`src/rtl/mck_pkg.sv`:
```
package mck_pkg;

   // Dit length register: width and reset value, plus the reset multiples
   localparam int unsigned DitWidth = 11;
   localparam int unsigned DurWidth = 14;
   localparam logic [DitWidth-1:0] DitReset = 11'd60;
   localparam logic [DurWidth-1:0] Dur1Reset = 14'd60;
   localparam logic [DurWidth-1:0] Dur3Reset = 14'd180;
   localparam logic [DurWidth-1:0] Dur7Reset = 14'd420;

   // Number of element slots below the top bit of a code word
   localparam logic [2:0] ElemSlots = 3'd7;

   // Decoded character handed from the lookup to the serializer
   typedef struct packed {
      logic       word_gap;
      logic [7:0] code;
   } lookup_type;

   // Sequencer states, one-hot
   typedef enum logic [5:0] {
      ST_IDLE  = 6'b000001,
      ST_ALIGN = 6'b000010,
      ST_ON    = 6'b000100,
      ST_OFF   = 6'b001000,
      ST_GAP   = 6'b010000,
      ST_WORD  = 6'b100000
   } state_type;

   // Code words for A..Z (0..25) and 0..9 (26..35); the rest hold zero
   function automatic logic [7:0] code_rom(input logic [5:0] idx);
      logic [7:0] w;
      case (idx)
         6'd0:  w = 8'h05;
         6'd1:  w = 8'h18;
         6'd2:  w = 8'h1A;
         6'd3:  w = 8'h0C;
         6'd4:  w = 8'h02;
         6'd5:  w = 8'h12;
         6'd6:  w = 8'h0E;
         6'd7:  w = 8'h10;
         6'd8:  w = 8'h04;
         6'd9:  w = 8'h17;
         6'd10: w = 8'h0D;
         6'd11: w = 8'h14;
         6'd12: w = 8'h07;
         6'd13: w = 8'h06;
         6'd14: w = 8'h0F;
         6'd15: w = 8'h16;
         6'd16: w = 8'h1D;
         6'd17: w = 8'h0A;
         6'd18: w = 8'h08;
         6'd19: w = 8'h03;
         6'd20: w = 8'h09;
         6'd21: w = 8'h11;
         6'd22: w = 8'h0B;
         6'd23: w = 8'h19;
         6'd24: w = 8'h1B;
         6'd25: w = 8'h1C;
         6'd26: w = 8'h3F;
         6'd27: w = 8'h2F;
         6'd28: w = 8'h27;
         6'd29: w = 8'h23;
         6'd30: w = 8'h21;
         6'd31: w = 8'h20;
         6'd32: w = 8'h30;
         6'd33: w = 8'h38;
         6'd34: w = 8'h3C;
         6'd35: w = 8'h3E;
         default: w = 8'h00;
      endcase
      return w;
   endfunction

endpackage

```
`src/rtl/mck_lookup.sv`:
```
module mck_lookup (
   input  logic [7:0]         character,
   output mck_pkg::lookup_type result
);

   logic [7:0] upper;
   logic [7:0] letter_idx;
   logic [7:0] digit_idx;

   // Fold lowercase to uppercase
   always_comb begin
      upper = character;
      if (character inside {[8'h61:8'h7A]}) begin
         upper = character - 8'd32;
      end
   end

   assign letter_idx = upper - 8'h41;
   assign digit_idx  = upper - 8'h30 + 8'd26;

   // Map to a code word, or flag a word gap
   always_comb begin
      result.word_gap = 1'b0;
      result.code     = 8'h00;
      if (upper inside {[8'h41:8'h5A]}) begin
         result.code = mck_pkg::code_rom(letter_idx[5:0]);
      end else if (upper inside {[8'h30:8'h39]}) begin
         result.code = mck_pkg::code_rom(digit_idx[5:0]);
      end else begin
         case (upper)
            8'h0D, 8'h0A, 8'h21: result.code = 8'h6B;
            8'h22: result.code = 8'h52;
            8'h24: result.code = 8'h89;
            8'h26: result.code = 8'h28;
            8'h27: result.code = 8'h5E;
            8'h28: result.code = 8'h36;
            8'h29: result.code = 8'h6D;
            8'h2C: result.code = 8'h73;
            8'h2D: result.code = 8'h61;
            8'h2E: result.code = 8'h55;
            8'h3A: result.code = 8'h78;
            8'h3B: result.code = 8'h6A;
            8'h3F: result.code = 8'h4C;
            8'h40: result.code = 8'h5A;
            8'h5F: result.code = 8'h4D;
            default: result.word_gap = 1'b1;
         endcase
      end
   end

endmodule

```
`src/rtl/mck_serializer.sv`:
```
module mck_serializer (
   input  logic                                 clock,
   input  logic                                 reset,
   input  logic                                 start,
   input  mck_pkg::lookup_type                  item,
   output logic                                 busy,
   input  logic                                 csr_write_enable,
   input  logic [mck_pkg::DitWidth-1:0]         csr_dit_length_ms,
   output logic                                 rsp_valid,
   input  logic                                 rsp_stall,
   output logic                                 rsp_key_on,
   output logic [mck_pkg::DurWidth-1:0]         rsp_duration_ms,
   output logic                                 rsp_last
);

   mck_pkg::state_type state_ff, state_in;
   logic [7:0] shift_ff, shift_in;
   logic [2:0] cnt_ff, cnt_in;
   logic [mck_pkg::DurWidth-1:0] dur1_ff, dur3_ff, dur7_ff;
   logic [mck_pkg::DurWidth-1:0] dur1_in, dur3_in, dur7_in;
   logic rsp_valid_ff, rsp_valid_in;
   logic key_on_ff, key_on_in;
   logic [mck_pkg::DurWidth-1:0] dur_ff, dur_in;
   logic last_ff, last_in;
   logic out_free;

   // Precompute 1, 3 and 7 dit durations; a zero dit counts as 1 ms
   always_comb begin
      dur1_in = {{(mck_pkg::DurWidth-mck_pkg::DitWidth){1'b0}}, csr_dit_length_ms};
      if (csr_dit_length_ms == '0) begin
         dur1_in = {{(mck_pkg::DurWidth-1){1'b0}}, 1'b1};
      end
      dur3_in = dur1_in + {dur1_in[mck_pkg::DurWidth-2:0], 1'b0};
      dur7_in = {dur1_in[mck_pkg::DurWidth-4:0], 3'b000} - dur1_in;
   end

   always_ff @(posedge clock) begin
      if (reset) begin
         dur1_ff <= mck_pkg::Dur1Reset;
         dur3_ff <= mck_pkg::Dur3Reset;
         dur7_ff <= mck_pkg::Dur7Reset;
      end else if (csr_write_enable) begin
         dur1_ff <= dur1_in;
         dur3_ff <= dur3_in;
         dur7_ff <= dur7_in;
      end
   end

   assign out_free = !rsp_valid_ff || !rsp_stall;

   // Sequence the code word one element per step
   always_comb begin
      state_in     = state_ff;
      shift_in     = shift_ff;
      cnt_in       = cnt_ff;
      rsp_valid_in = rsp_valid_ff && rsp_stall;
      key_on_in    = key_on_ff;
      dur_in       = dur_ff;
      last_in      = last_ff;
      case (state_ff)
         mck_pkg::ST_IDLE: begin
            if (start) begin
               shift_in = item.code;
               cnt_in   = mck_pkg::ElemSlots;
               state_in = item.word_gap ? mck_pkg::ST_WORD : mck_pkg::ST_ALIGN;
            end
         end
         mck_pkg::ST_ALIGN: begin
            // drop leading zeros, then the sentinel
            shift_in = {shift_ff[6:0], 1'b0};
            if (shift_ff[7]) begin
               state_in = (cnt_ff == 3'd0) ? mck_pkg::ST_GAP : mck_pkg::ST_ON;
            end else if (cnt_ff == 3'd0) begin
               state_in = mck_pkg::ST_GAP;
            end else begin
               cnt_in = cnt_ff - 3'd1;
            end
         end
         mck_pkg::ST_ON: begin
            if (out_free) begin
               rsp_valid_in = 1'b1;
               key_on_in    = 1'b1;
               dur_in       = shift_ff[7] ? dur3_ff : dur1_ff;
               last_in      = 1'b0;
               state_in     = mck_pkg::ST_OFF;
            end
         end
         mck_pkg::ST_OFF: begin
            if (out_free) begin
               rsp_valid_in = 1'b1;
               key_on_in    = 1'b0;
               dur_in       = dur1_ff;
               last_in      = 1'b0;
               shift_in     = {shift_ff[6:0], 1'b0};
               cnt_in       = cnt_ff - 3'd1;
               state_in     = (cnt_ff == 3'd1) ? mck_pkg::ST_GAP : mck_pkg::ST_ON;
            end
         end
         mck_pkg::ST_GAP: begin
            if (out_free) begin
               rsp_valid_in = 1'b1;
               key_on_in    = 1'b0;
               dur_in       = dur3_ff;
               last_in      = 1'b1;
               state_in     = mck_pkg::ST_IDLE;
            end
         end
         mck_pkg::ST_WORD: begin
            if (out_free) begin
               rsp_valid_in = 1'b1;
               key_on_in    = 1'b0;
               dur_in       = dur7_ff;
               last_in      = 1'b1;
               state_in     = mck_pkg::ST_IDLE;
            end
         end
         default: begin
            state_in = mck_pkg::ST_IDLE;
         end
      endcase
   end

   always_ff @(posedge clock) begin
      if (reset) begin
         state_ff     <= mck_pkg::ST_IDLE;
         rsp_valid_ff <= 1'b0;
      end else begin
         state_ff     <= state_in;
         rsp_valid_ff <= rsp_valid_in;
      end
   end

   // Hold payload and shift state
   always_ff @(posedge clock) begin
      shift_ff  <= shift_in;
      cnt_ff    <= cnt_in;
      key_on_ff <= key_on_in;
      dur_ff    <= dur_in;
      last_ff   <= last_in;
   end

   assign busy            = (state_ff != mck_pkg::ST_IDLE);
   assign rsp_valid       = rsp_valid_ff;
   assign rsp_key_on      = key_on_ff;
   assign rsp_duration_ms = dur_ff;
   assign rsp_last        = last_ff;

endmodule

```
`src/rtl/morse_character_keyer.sv`:
```
// Morse character keyer.
// Input channel (req_): one ASCII character per word, taken when req_valid
// is high and req_stall is low. req_stall is high while a character is being
// sent, so one character is in work at a time.
// Output channel (rsp_): one key segment per word, with key level, duration
// in ms and a last flag on the final segment of the character.
// Configuration: csr_write_enable loads csr_dit_length_ms; write only while idle.
// Sequence: after acceptance the code word is scanned one bit per cycle in a
// shift register to drop leading zeros and the sentinel, then one segment
// leaves per cycle while rsp_stall does not hold the output. A word gap is
// sent as a single segment.
// Reset: synchronous, clears the sequencer and output valid, and sets the dit
// length to 60 ms.
// When rsp_stall is high the current segment holds in the output register
// and the sequencer waits before issuing the next segment; nothing is dropped.
module morse_character_keyer (
   input  logic                          clock,
   input  logic                          reset,
   input  logic                          req_valid,
   output logic                          req_stall,
   input  logic [7:0]                    req_character,
   input  logic                          csr_write_enable,
   input  logic [mck_pkg::DitWidth-1:0]  csr_dit_length_ms,
   output logic                          rsp_valid,
   input  logic                          rsp_stall,
   output logic                          rsp_key_on,
   output logic [mck_pkg::DurWidth-1:0]  rsp_duration_ms,
   output logic                          rsp_last
);

   mck_pkg::lookup_type item;
   logic busy;
   logic start;

   // Decode the character
   mck_lookup u_lookup (
      .character (req_character),
      .result    (item)
   );

   assign req_stall = busy;
   assign start     = req_valid && !busy;

   // Serialize the code word into key segments
   mck_serializer u_serializer (
      .clock             (clock),
      .reset             (reset),
      .start             (start),
      .item              (item),
      .busy              (busy),
      .csr_write_enable  (csr_write_enable),
      .csr_dit_length_ms (csr_dit_length_ms),
      .rsp_valid         (rsp_valid),
      .rsp_stall         (rsp_stall),
      .rsp_key_on        (rsp_key_on),
      .rsp_duration_ms   (rsp_duration_ms),
      .rsp_last          (rsp_last)
   );

endmodule
```
`config.mk`:
```
export PLATFORM = sky130hd
export DESIGN_NAME = morse_character_keyer
export DESIGN_NICKNAME = d
export VERILOG_FILES = /design/src/rtl/mck_pkg.sv /design/src/rtl/mck_lookup.sv /design/src/rtl/mck_serializer.sv /design/src/rtl/morse_character_keyer.sv
export SDC_FILE = /design/constraint.sdc
export NUM_CORES = 1
export LEC_CHECK = 0
export ABC_AREA = 1
export BUFFER_PORTS_ARGS = -buffer_cell sky130_fd_sc_hd__buf_2
export CORE_MARGIN = 4
export CORE_UTILIZATION = 44
export DETAILED_ROUTE_END_ITERATION = 12
export PLACE_DENSITY = 0.68
export REMOVE_ABC_BUFFERS = 1
export SLEW_MARGIN = 20
export SYNTH_ARGS = -nofsm -noshare
export SYNTH_HDL_FRONTEND = slang
export SYNTH_SLANG_ARGS = --single-unit
```
`constraint.sdc`:
```
create_clock -name clock -period 2.5 [get_ports clock]
set_input_delay 0 -clock clock [delete_from_list [all_inputs] [get_ports clock]]
set_output_delay 0 -clock clock [all_outputs]
set_load 0.01 [all_outputs]
```
==> results of run 1 <==
layout make-up:
cell class / count / area [sq um]
Clock buffer: 10 / 239.0
Clock inverter: 6 / 92.59
Fill cell: 1291 / 6111
Inverter: 135 / 509.2
Multi-Input combinational cell: 604 / 3406
Sequential cell: 69 / 1652
Tap cell: 172 / 215.2
Timing Repair Buffer: 66 / 395.4
worst max-delay path, cell delays in order:
cell and delay [ns]:
buf_2 0.10, inv_1 0.08, ha_1 0.17, nand3_1 0.12, nor2_4 0.21, nor2_1 0.13
buf_4 0.16, ha_1 0.35, a21oi_1 0.20, inv_1 0.06, a21oi_1 0.16, nand2_1 0.11
nand2_1 0.07, nand2_1 0.06, o21ai_0 0.30, nand2_1 0.08
cell usage after synthesis, types with 3 or more instances:
cell and n:
o31ai_1 3, o211ai_1 13, o221ai_1 6, clkbuf_1 16
ha_1 38, dfxtp_1 42, xnor2_1 5, a21oi_1 79
buf_2 3, nand4_1 7, nand3_2 4, o21ai_1 4
nand2_2 9, a31oi_1 4, nand2_1 148, nor2_4 3
edfxtp_1 27, nor2_2 14, xor2_1 10, o21ai_0 63
nor3_1 10, nor2_1 96, a221oi_1 7, inv_2 19
inv_1 114, o22ai_1 6, nand3_1 46
power breakdown:
part | leakage (nW) | internal (mW) | switching (mW)
Clock | 0.164 | 0.909 | 0.488
Sequential | 0.595 | 1.50 | 0.107
Combinational | 2.43 | 0.577 | 1.09
cell usage in the layout, fill, tap and decap left out, types with 5 or more instances in the layout:
cell type	n
nand2_1	148
inv_1	114
nor2_1	96
a21oi_1	79
o21ai_0	63
nand3_1	46
dfxtp_1	42
buf_2	41
ha_1	38
edfxtp_1	27
buf_4	24
inv_2	19
nor2_2	14
o211ai_1	13
nor3_1	10
xor2_1	10
nand2_2	9
clkbuf_16	9
nand4_1	7
a221oi_1	7
o221ai_1	6
o22ai_1	6
xnor2_1	5
path summary, 6_finish.rpt:
check / endpoint / slack [ns]
worst max-delay path: u_serializer.dur7_ff[8] / 0.35
worst min-delay path: u_serializer.dur3_ff[12] / 0.01
worst max register to register: u_serializer.rsp_duration_ms[1] / 0.38
worst min register to register: u_serializer.rsp_duration_ms[0] / 0.44
metrics by stage:
stage / cells / hold WS (ns) / cell area (sq um)
final: 1062 / 0.01327 / 6509
after CTS: 1062 / 0.002300 / 6509
after global placement: 1045 / 0.3344 / 6167
after floorplan: 808 / 0.06907 / 5567
after global routing: 1062 / 0.01352 / 6509
after detailed placement: 1045 / 0.3419 / 6167
layer usage:
layer	GRT usage (%)	up-vias	routed length [microns]
li1	-	2883	-
met1	30.67	2493	7341
met2	30.43	171	6285
met3	2.878	31	761
met4	5.252	0	255
met5	0	-	0
state kept, by name (all words and copies together), names as in the netlist:
register / flops
u_serializer.shift_ff: 8
u_serializer.rsp_key_on: 1
u_serializer.dur7_ff: 13
u_serializer.dur3_ff: 12
u_serializer.rsp_last: 1
u_serializer.state_ff: 6
u_serializer.rsp_valid: 1
u_serializer.rsp_duration_ms: 14
u_serializer.cnt_ff: 3
u_serializer.dur1_ff: 10
what timing repair did:
item | 4_1_cts | 5_1_grt
endpoints found under the hold margin | 1 | 0
buffers inserted | 0 | 0
hold buffers | 1 | 0
cells by family (layout without fill, tap and decap cells):
kind of cell             after synthesis  in the layout  share of synthesized area, %
AO/OA/AOI/OAI                        196            196                         19.83
XOR/XNOR                              16             16                         2.603
adder cells (fa/ha/maj)               39             39                         8.736
buffers and inverters                157            217                         10.83
flip-flops                            69             69                         29.12
multiplexers                           1              1                        0.1985
AND/OR/NAND/NOR                      352            352                         28.68
==> results.py, run 1 <==
metrics = {
    "synthesis": {
        "ys_ff_latch": 69,
        "synth_cells": 830,
        "syn_area_sq_mm": 0.005672,
        "synthArstFlopShare_pct": 0,
        "netlist.top_cell.by_area": "dfxtp_1",
        "yosysSeqAreaShare_pct": 29.12,
        "synthTopCellsByArea": "dfxtp_1, edfxtp_1, nand2_1, ha_1, inv_1",
        "yosysWarningCount": 0,
        "yosys.cell_types.count": 54,
        "synth_edf_count": 27,
        "ys.flop_type": "dfxtp_1",
        "synth_top_area_share_pct": 14.82,
        "syn_area_per_cell_sq_um": 6.833,
    },
    "clock_tree": {
        "htree_levels": 3,
        "cts_tree": "built",
        "clock-root-buffer": "clkbuf_16",
        "clock_path_buffers": 2,
        "clock_sinks": 69,
        "cts_buffers": 9,
        "clk_latency_ns": 0.33,
        "cts_resized": 0,
        "clk_pin_slew_ns": 0.06,
    },
    "timing": {
        "drv_slew": 0,
        "maxSlewHeadroom_pct": 55.15,
        "hold_violations": 0,
        "tightest_slew_ns": 0.6666,
        "clock_skew_ns": 0.009040,
        "setup_viol": 0,
        "fin_crit_sh_pct": 86.15,
        "rsz0062_at_grt": "no",
        "worst_slack_ns": 0.3463,
        "setup_tns_ns": 0,
        "fmax_ghz": 0.4643,
        "period_needed_ns": 2.154,
    },
    "run_status": {
        "status": "finished clean",
    },
    "pwr": {
        "p_leak_nw": 3.188,
        "total_power_mw": 4.669,
        "peakVddDrop_uv": 332.2,
        "power.density_mw_per_mm2": 717.3,
    },
    "floorplanning": {
        "die_w_microns": 121.5,
        "rows": 41,
        "coreArea_sq_mm": 0.01262,
        "die_area_sq_mm": 0.01477,
        "io_pins": 42,
        "start_util_pct": 44.94,
        "die_h_microns": 121.5,
    },
    "critical_path": {
        "crit_required_ns": 2.71,
        "cp-startpoint": "csr_dit_length_ms[9]",
        "path_class": "in -> reg",
        "rr_worst_depth": 10,
        "path_max_fanout": 9,
        "crit_path_start_kind": "input port",
        "end_kind": "flip-flop",
        "r2r_start": "u_serializer.state_ff[0]",
        "arrival_ns": 2.37,
    },
    "place": {
        "pre_cts_slack_ns": -0.0009805,
        "port_buffers": 41,
        "gp_congestion": 0.9814,
        "dp_hpwl_microns": 11370,
    },
    "routing": {
        "routedWlPerCell_microns": 13.79,
        "via_per_inst": 5.252,
        "routed_wl_microns": 14640,
        "drt_iter0_drc": 476,
        "drc": 0,
        "vias": 5578,
        "ant_nets": 0,
        "first_pass_iters": 5,
    },
    "grt": {
        "grt_max_degree": 42,
        "grt_antenna_before_repair": 0,
        "grt_pass1_wl_microns": 24480,
        "grt_overflow": 0,
        "grt_usage_pct": 20.31,
        "first_global_vias": 4970,
    },
    "final_layout": {
        "syn_to_final_growth_pct": 14.76,
        "utilization_pct": 51.58,
        "insertedDiodeCount": 0,
        "drive_above_1_share_pct": 16.29,
        "finalNetCount": 948,
    },
    "hold_path": {
        "min_path_cells": 4,
        "hold_start": "csr_dit_length_ms[9]",
        "hp-class": "in -> reg",
    },
    "run": {
        "cap_violations": 0,
    },
}
Note: power is estimated with default switching activity, not from simulation.
==> run 2: changes to the inputs <==
--- a/config.mk
+++ b/config.mk
@@ -7,7 +7,7 @@
 export LEC_CHECK = 0
 export ABC_AREA = 1
 export BUFFER_PORTS_ARGS = -buffer_cell sky130_fd_sc_hd__buf_2
-export CORE_MARGIN = 4
+export CORE_MARGIN = 2
 export CORE_UTILIZATION = 44
 export DETAILED_ROUTE_END_ITERATION = 12
 export PLACE_DENSITY = 0.68
==> results.py, run 2 (same netlist as run 1, synthesis figures left out) <==
metrics = {
    "pwr": {
        "pwr-share-comb_pct": 36.8,
        "total_power_mw": 4.577,
        "power.density_mw_per_mm2": 701.6,
        "p_leak_nw": 3.204,
        "netSwitchingPower_mw": 1.698,
        "pwr-share-clk_pct": 28.1,
        "p_int_mw": 2.879,
        "p_seq_share_pct": 35.1,
        "peakVddDrop_uv": 381.8,
        "switching_share_pct": 37.10,
    },
    "floorplanning": {
        "io_pins": 42,
        "die_area_sq_mm": 0.01381,
        "die_w_microns": 117.5,
        "rows": 41,
        "start_util_pct": 44.94,
        "coreArea_sq_mm": 0.01262,
        "die_h_microns": 117.5,
    },
    "clock_tree": {
        "clock_sinks": 69,
        "htree_levels": 3,
        "cts_tree": "built",
        "cts_setup_buffers": 0,
        "clk_pin_slew_ns": 0.06,
        "clock_path_buffers": 2,
        "cts_buffers": 9,
        "clock-root-buffer": "clkbuf_16",
        "clk_latency_ns": 0.34,
    },
    "final_layout": {
        "multi_input_area_sq_mm": 0.003411,
        "final_common_cell": "nand2_1",
        "insertedDiodeCount": 0,
        "syn_to_final_growth_pct": 15.02,
        "largest_reg_flops": 14,
        "finalNetCount": 953,
        "final_cell_mix": "nand2_1, inv_1, nor2_1",
        "final-seq-area_sq_mm": 0.001652,
        "utilization_pct": 51.70,
        "drive_above_1_share_pct": 16.76,
        "fillers": 1237,
    },
    "critical_path": {
        "slowest_stage": "fa_1",
        "crit_path_start_kind": "input port",
        "critPathMaxStageDelay_ns": 0.45,
        "path_cells": "buf_2 -> inv_1 -> ha_1 -> nand3_1 -> nor2_4 -> nor2_1 -> inv_2 -> fa_1 -> o31ai_1 -> inv_1 -> o221ai_1 -> nand2_1 -> nand3_1 -> nand4_1 -> a21oi_1",
        "cp_top_family": "simple AND/OR/NAND/NOR gates",
        "path_class": "in -> reg",
        "end_kind": "flip-flop",
        "r2r_slack_ns": 0.41,
        "arrival_ns": 2.41,
        "path_max_fanout": 9,
        "crit_buf_inv": 4,
        "crit_required_ns": 2.78,
    },
    "routing": {
        "drt_iter0_drc": 573,
        "first_pass_iters": 5,
        "ant_nets": 0,
        "drc": 0,
        "routedWlPerCell_microns": 13.95,
        "via_per_inst": 5.216,
        "routed_wl_microns": 14890,
        "vias": 5565,
    },
    "place": {
        "gp_congestion": 0.9767,
        "dp_hpwl_microns": 11260,
        "pre_cts_slack_ns": -0.01870,
        "port_buffers": 41,
    },
    "timing": {
        "tightest_slew_ns": 0.6997,
        "maxSlewHeadroom_pct": 52.92,
        "fin_crit_sh_pct": 85.35,
        "worst_slack_ns": 0.3663,
        "drv_slew": 0,
        "hold_violations": 0,
        "setup_viol": 0,
        "rsz0062_at_grt": "no",
        "period_needed_ns": 2.134,
        "clock_skew_ns": 0.005852,
        "fmax_ghz": 0.4687,
    },
    "grt": {
        "first_global_vias": 5011,
        "grt_pass1_wl_microns": 24680,
        "grt_antenna_before_repair": 0,
        "grt_usage_pct": 21.70,
        "grt_max_degree": 38,
        "grt_overflow": 0,
    },
    "run_status": {
        "status": "finished clean",
    },
    "hold_path": {
        "hp-class": "in -> reg",
    },
    "run": {
        "cap_violations": 0,
    },
}
## run 2: cell type report
type	count	area share, %
clock buffers	10	3.663
clock inverters	6	0.9590
inverters	135	7.806
multi-input cells	604	52.28
flip-flops and latches	69	25.32
well taps	172	3.299
repair buffers	71	6.674
## run 2: final timing paths
check,end,startpoint,cells past startpoint
setup / recovery,u_serializer.dur3_ff[11],csr_dit_length_ms[8],15
setup reg to reg,u_serializer.rsp_duration_ms[1],u_serializer.state_ff[0],10
hold reg to reg,u_serializer.rsp_duration_ms[0],u_serializer.dur7_ff[0],0
hold / removal,u_serializer.dur3_ff[12],csr_dit_length_ms[9],4
## run 2: routing by layer
metal / vias up / GRT usage [%] / share of wire [%]
li1: 2895 / - / -
met1: 2484 / 32.91 / 52
met2: 169 / 31.87 / 42
met3: 17 / 2.859 / 5.1
met4: 0 / 6.627 / 1.5
met5: - / 0 / 0
## run 2: timing repair
item | 4_1_cts | 5_1_grt
endpoints found under the hold margin | 2 | 0
gates resized for setup | 0 | 1
endpoints found under the setup margin | 0 | 1
hold buffers | 2 | 0
## run 2: through the flow
step                hold slack, ns  TNS [ns]  area [sq um]  cells
detailed placement          0.3419  -0.01870          6197   1049
global placement            0.3147         0          6197   1049
floorplan                  0.06907         0          5567    808
CTS                        0.01361         0          6519   1067
global route               0.02755         0          6524   1067
finish                     0.01764         0          6524   1067
## run 2: power by group through the flow
| stage | clock (mW) | sequential [mW] | combinational [mW] |
|---|---|---|---|
| floorplan | 0 | 1.64 | 1.12 |
| global placement | 0 | 1.62 | 1.66 |
| detailed placement | 0 | 1.62 | 1.66 |
| CTS | 1.29 | 1.60 | 1.67 |
| global route | 1.34 | 1.63 | 1.88 |
| finish | 1.29 | 1.61 | 1.68 |
## run 2: worst reg2reg max path, delay by kind of cell, from the launching register on
kind                   cells  cell delay [ns]
AND/OR/NAND/NOR            7             0.92
multiplexers               1             0.36
buffers and inverters      2             0.24
flip-flops                 1             0.33
==> run 3: changes to the inputs <==
--- a/config.mk
+++ b/config.mk
@@ -6,11 +6,11 @@
 export NUM_CORES = 1
 export LEC_CHECK = 0
 export ABC_AREA = 1
-export BUFFER_PORTS_ARGS = -buffer_cell sky130_fd_sc_hd__buf_2
+export BUFFER_PORTS_ARGS = -buffer_cell sky130_fd_sc_hd__buf_4
 export CORE_MARGIN = 2
-export CORE_UTILIZATION = 44
+export CORE_UTILIZATION = 59
 export DETAILED_ROUTE_END_ITERATION = 12
-export PLACE_DENSITY = 0.68
+export PLACE_DENSITY = 0.85
 export REMOVE_ABC_BUFFERS = 1
 export SLEW_MARGIN = 20
 export SYNTH_ARGS = -nofsm -noshare
==> results.py, run 3 (same netlist as run 1, synthesis figures left out) <==
metrics = {
    "run_status": {
        "status": "finished clean",
    },
    "final_layout": {
        "final_common_cell": "nand2_1",
        "largest_reg_flops": 14,
        "final-seq-area_sq_mm": 0.001652,
        "drive_above_1_share_pct": 16.35,
        "final_cell_mix": "nand2_1, inv_1, nor2_1",
        "utilization_pct": 69.58,
        "insertedDiodeCount": 0,
        "syn_to_final_growth_pct": 13.90,
        "finalNetCount": 951,
        "fillers": 845,
        "multi_input_area_sq_mm": 0.003406,
    },
    "timing": {
        "rsz0062_at_grt": "no",
        "clock_skew_ns": 0.009985,
        "drv_slew": 0,
        "fin_hold_ws_ns": 0.04462,
        "maxSlewHeadroom_pct": 55.46,
        "tightest_slew_ns": 0.6620,
        "fin_crit_sh_pct": 89.32,
        "worst_slack_ns": 0.2670,
        "period_needed_ns": 2.233,
        "setup_viol": 0,
        "fmax_ghz": 0.4478,
        "hold_violations": 0,
    },
    "critical_path": {
        "crit_required_ns": 2.78,
        "crit_buf_inv": 4,
        "arrival_ns": 2.51,
        "r2r_end": "u_serializer.rsp_duration_ms[1]",
        "path_class": "in -> reg",
        "r2r_slack_ns": 0.34,
        "critPathMaxStageDelay_ns": 0.39,
        "cp-startpoint": "csr_dit_length_ms[9]",
        "worst-path-stages": 15,
        "endpoint": "u_serializer.dur3_ff[11]",
        "cp_top_family": "simple AND/OR/NAND/NOR gates",
        "path_max_fanout": 9,
        "slowest_stage": "ha_1",
        "crit_path_start_kind": "input port",
        "end_kind": "flip-flop",
        "r2r_start": "u_serializer.state_ff[3]",
        "rr_worst_depth": 10,
        "path_cells": "buf_4 -> inv_1 -> ha_1 -> nand3_1 -> nor2_4 -> nor2_1 -> ha_1 -> inv_1 -> o31ai_1 -> inv_1 -> o221ai_1 -> nand2_1 -> nand3_1 -> nand4_1 -> a21oi_1",
        "crit_path_frequent_cell": "inv_1",
    },
    "grt": {
        "grt_pass1_wl_microns": 25360,
        "grt_overflow": 0,
        "grt_max_degree": 31,
        "grt_antenna_before_repair": 0,
        "grt.met2_usage_pct": 46.81,
        "gr-usage-met3_pct": 4.856,
        "first_global_vias": 5359,
        "met1_usage_pct": 44.28,
        "grt_busiest_layer": "met2",
        "grt_usage_pct": 30.55,
    },
    "floorplanning": {
        "rows": 35,
        "die_w_microns": 102.0,
        "start_util_pct": 61.09,
        "io_pins": 42,
        "coreArea_sq_mm": 0.009284,
        "die_area_sq_mm": 0.01041,
        "die_h_microns": 102.0,
    },
    "hold_path": {
        "hold_start": "csr_dit_length_ms[10]",
        "hp-class": "in -> reg",
    },
    "routing": {
        "routed_wl_microns": 15290,
        "vias": 5797,
        "first_pass_iters": 5,
        "routedWlPerCell_microns": 14.96,
        "ant_nets": 0,
        "via_per_inst": 5.672,
        "drt_iter0_drc": 548,
        "drc": 0,
    },
    "pwr": {
        "peakVddDrop_uv": 384.8,
        "pwr-share-clk_pct": 22.1,
        "netSwitchingPower_mw": 1.701,
        "p_leak_nw": 3.172,
        "switching_share_pct": 39.50,
        "power.density_mw_per_mm2": 666.7,
        "p_seq_share_pct": 37.5,
        "pwr-share-comb_pct": 40.4,
        "p_int_mw": 2.606,
    },
    "clock_tree": {
        "clk_pin_slew_ns": 0.08,
        "clock-root-buffer": "clkbuf_8",
        "clock_sinks": 69,
        "cts_tree": "built",
        "cts_resized": 0,
        "htree_levels": 3,
        "clk_latency_ns": 0.35,
        "cts_hold_buf": 3,
        "cts_setup_buffers": 0,
        "cts_buffers": 9,
        "clock_path_buffers": 2,
    },
    "place": {
        "port_buffers": 41,
        "dp_hpwl_microns": 12000,
        "gp_congestion": 0.9655,
        "pre_cts_slack_ns": -0.04865,
    },
    "run": {
        "cap_violations": 0,
    },
}
==> run 3: final cells by class <==
type | count | share of cell area, %
clock inverters | 7 | 1.278
multi-input cells | 604 | 52.72
repair buffers | 69 | 8.135
well taps | 129 | 2.499
clock buffers | 9 | 1.917
inverters | 135 | 7.883
flip-flops and latches | 69 | 25.57
==> run 3: worst register-to-register path, cell delays in order, from the launching register on <==
cell and delay (ns):
dfxtp_1 0.37, nor2_2 0.17, inv_2 0.05, nor2_2 0.20
nand3_2 0.19, nand2_4 0.15, nor2_8 0.06, inv_2 0.15
nor2_4 0.09, nor2_1 0.13, mux2_2 0.36
==> run 3: worst min-delay path by stage <==
stage | cells after the start | end
2_1_floorplan | 1 | u_serializer.dur3_ff[11]
3_3_place_gp | 3 | u_serializer.dur3_ff[12]
3_5_place_dp | 3 | u_serializer.dur3_ff[12]
4_1_cts | 4 | u_serializer.dur3_ff[11]
5_1_grt | 4 | u_serializer.dur3_ff[11]
6_report | 4 | u_serializer.dur3_ff[11]
==> run 3: metal layers <==
metal / up-vias / wire (microns)
li1: 2880 / -
met1: 2620 / 6961
met2: 269 / 6658
met3: 28 / 1441
met4: 0 / 231
met5: - / 0
==> run 3: metrics by stage <==
stage          area (sq um)  setup TNS, ns  instances  power (mW)
2_1_floorplan          5567              0        808       2.761
3_3_place_gp           6223              0       1003       3.281
3_5_place_dp           6223       -0.06796       1003       3.338
4_1_cts                6460              0       1022       4.296
5_1_grt                6460              0       1022       4.576
6_report               6460              0       1022       4.307
==> run 3: power groups by stage <==
stage / Combinational (mW) / Clock, mW / Sequential (mW)
after floorplan: 1.12 / 0 / 1.64
after global placement: 1.65 / 0 / 1.63
after detailed placement: 1.70 / 0 / 1.64
after CTS: 1.72 / 0.968 / 1.61
after global routing: 1.93 / 1.01 / 1.64
final: 1.74 / 0.952 / 1.62
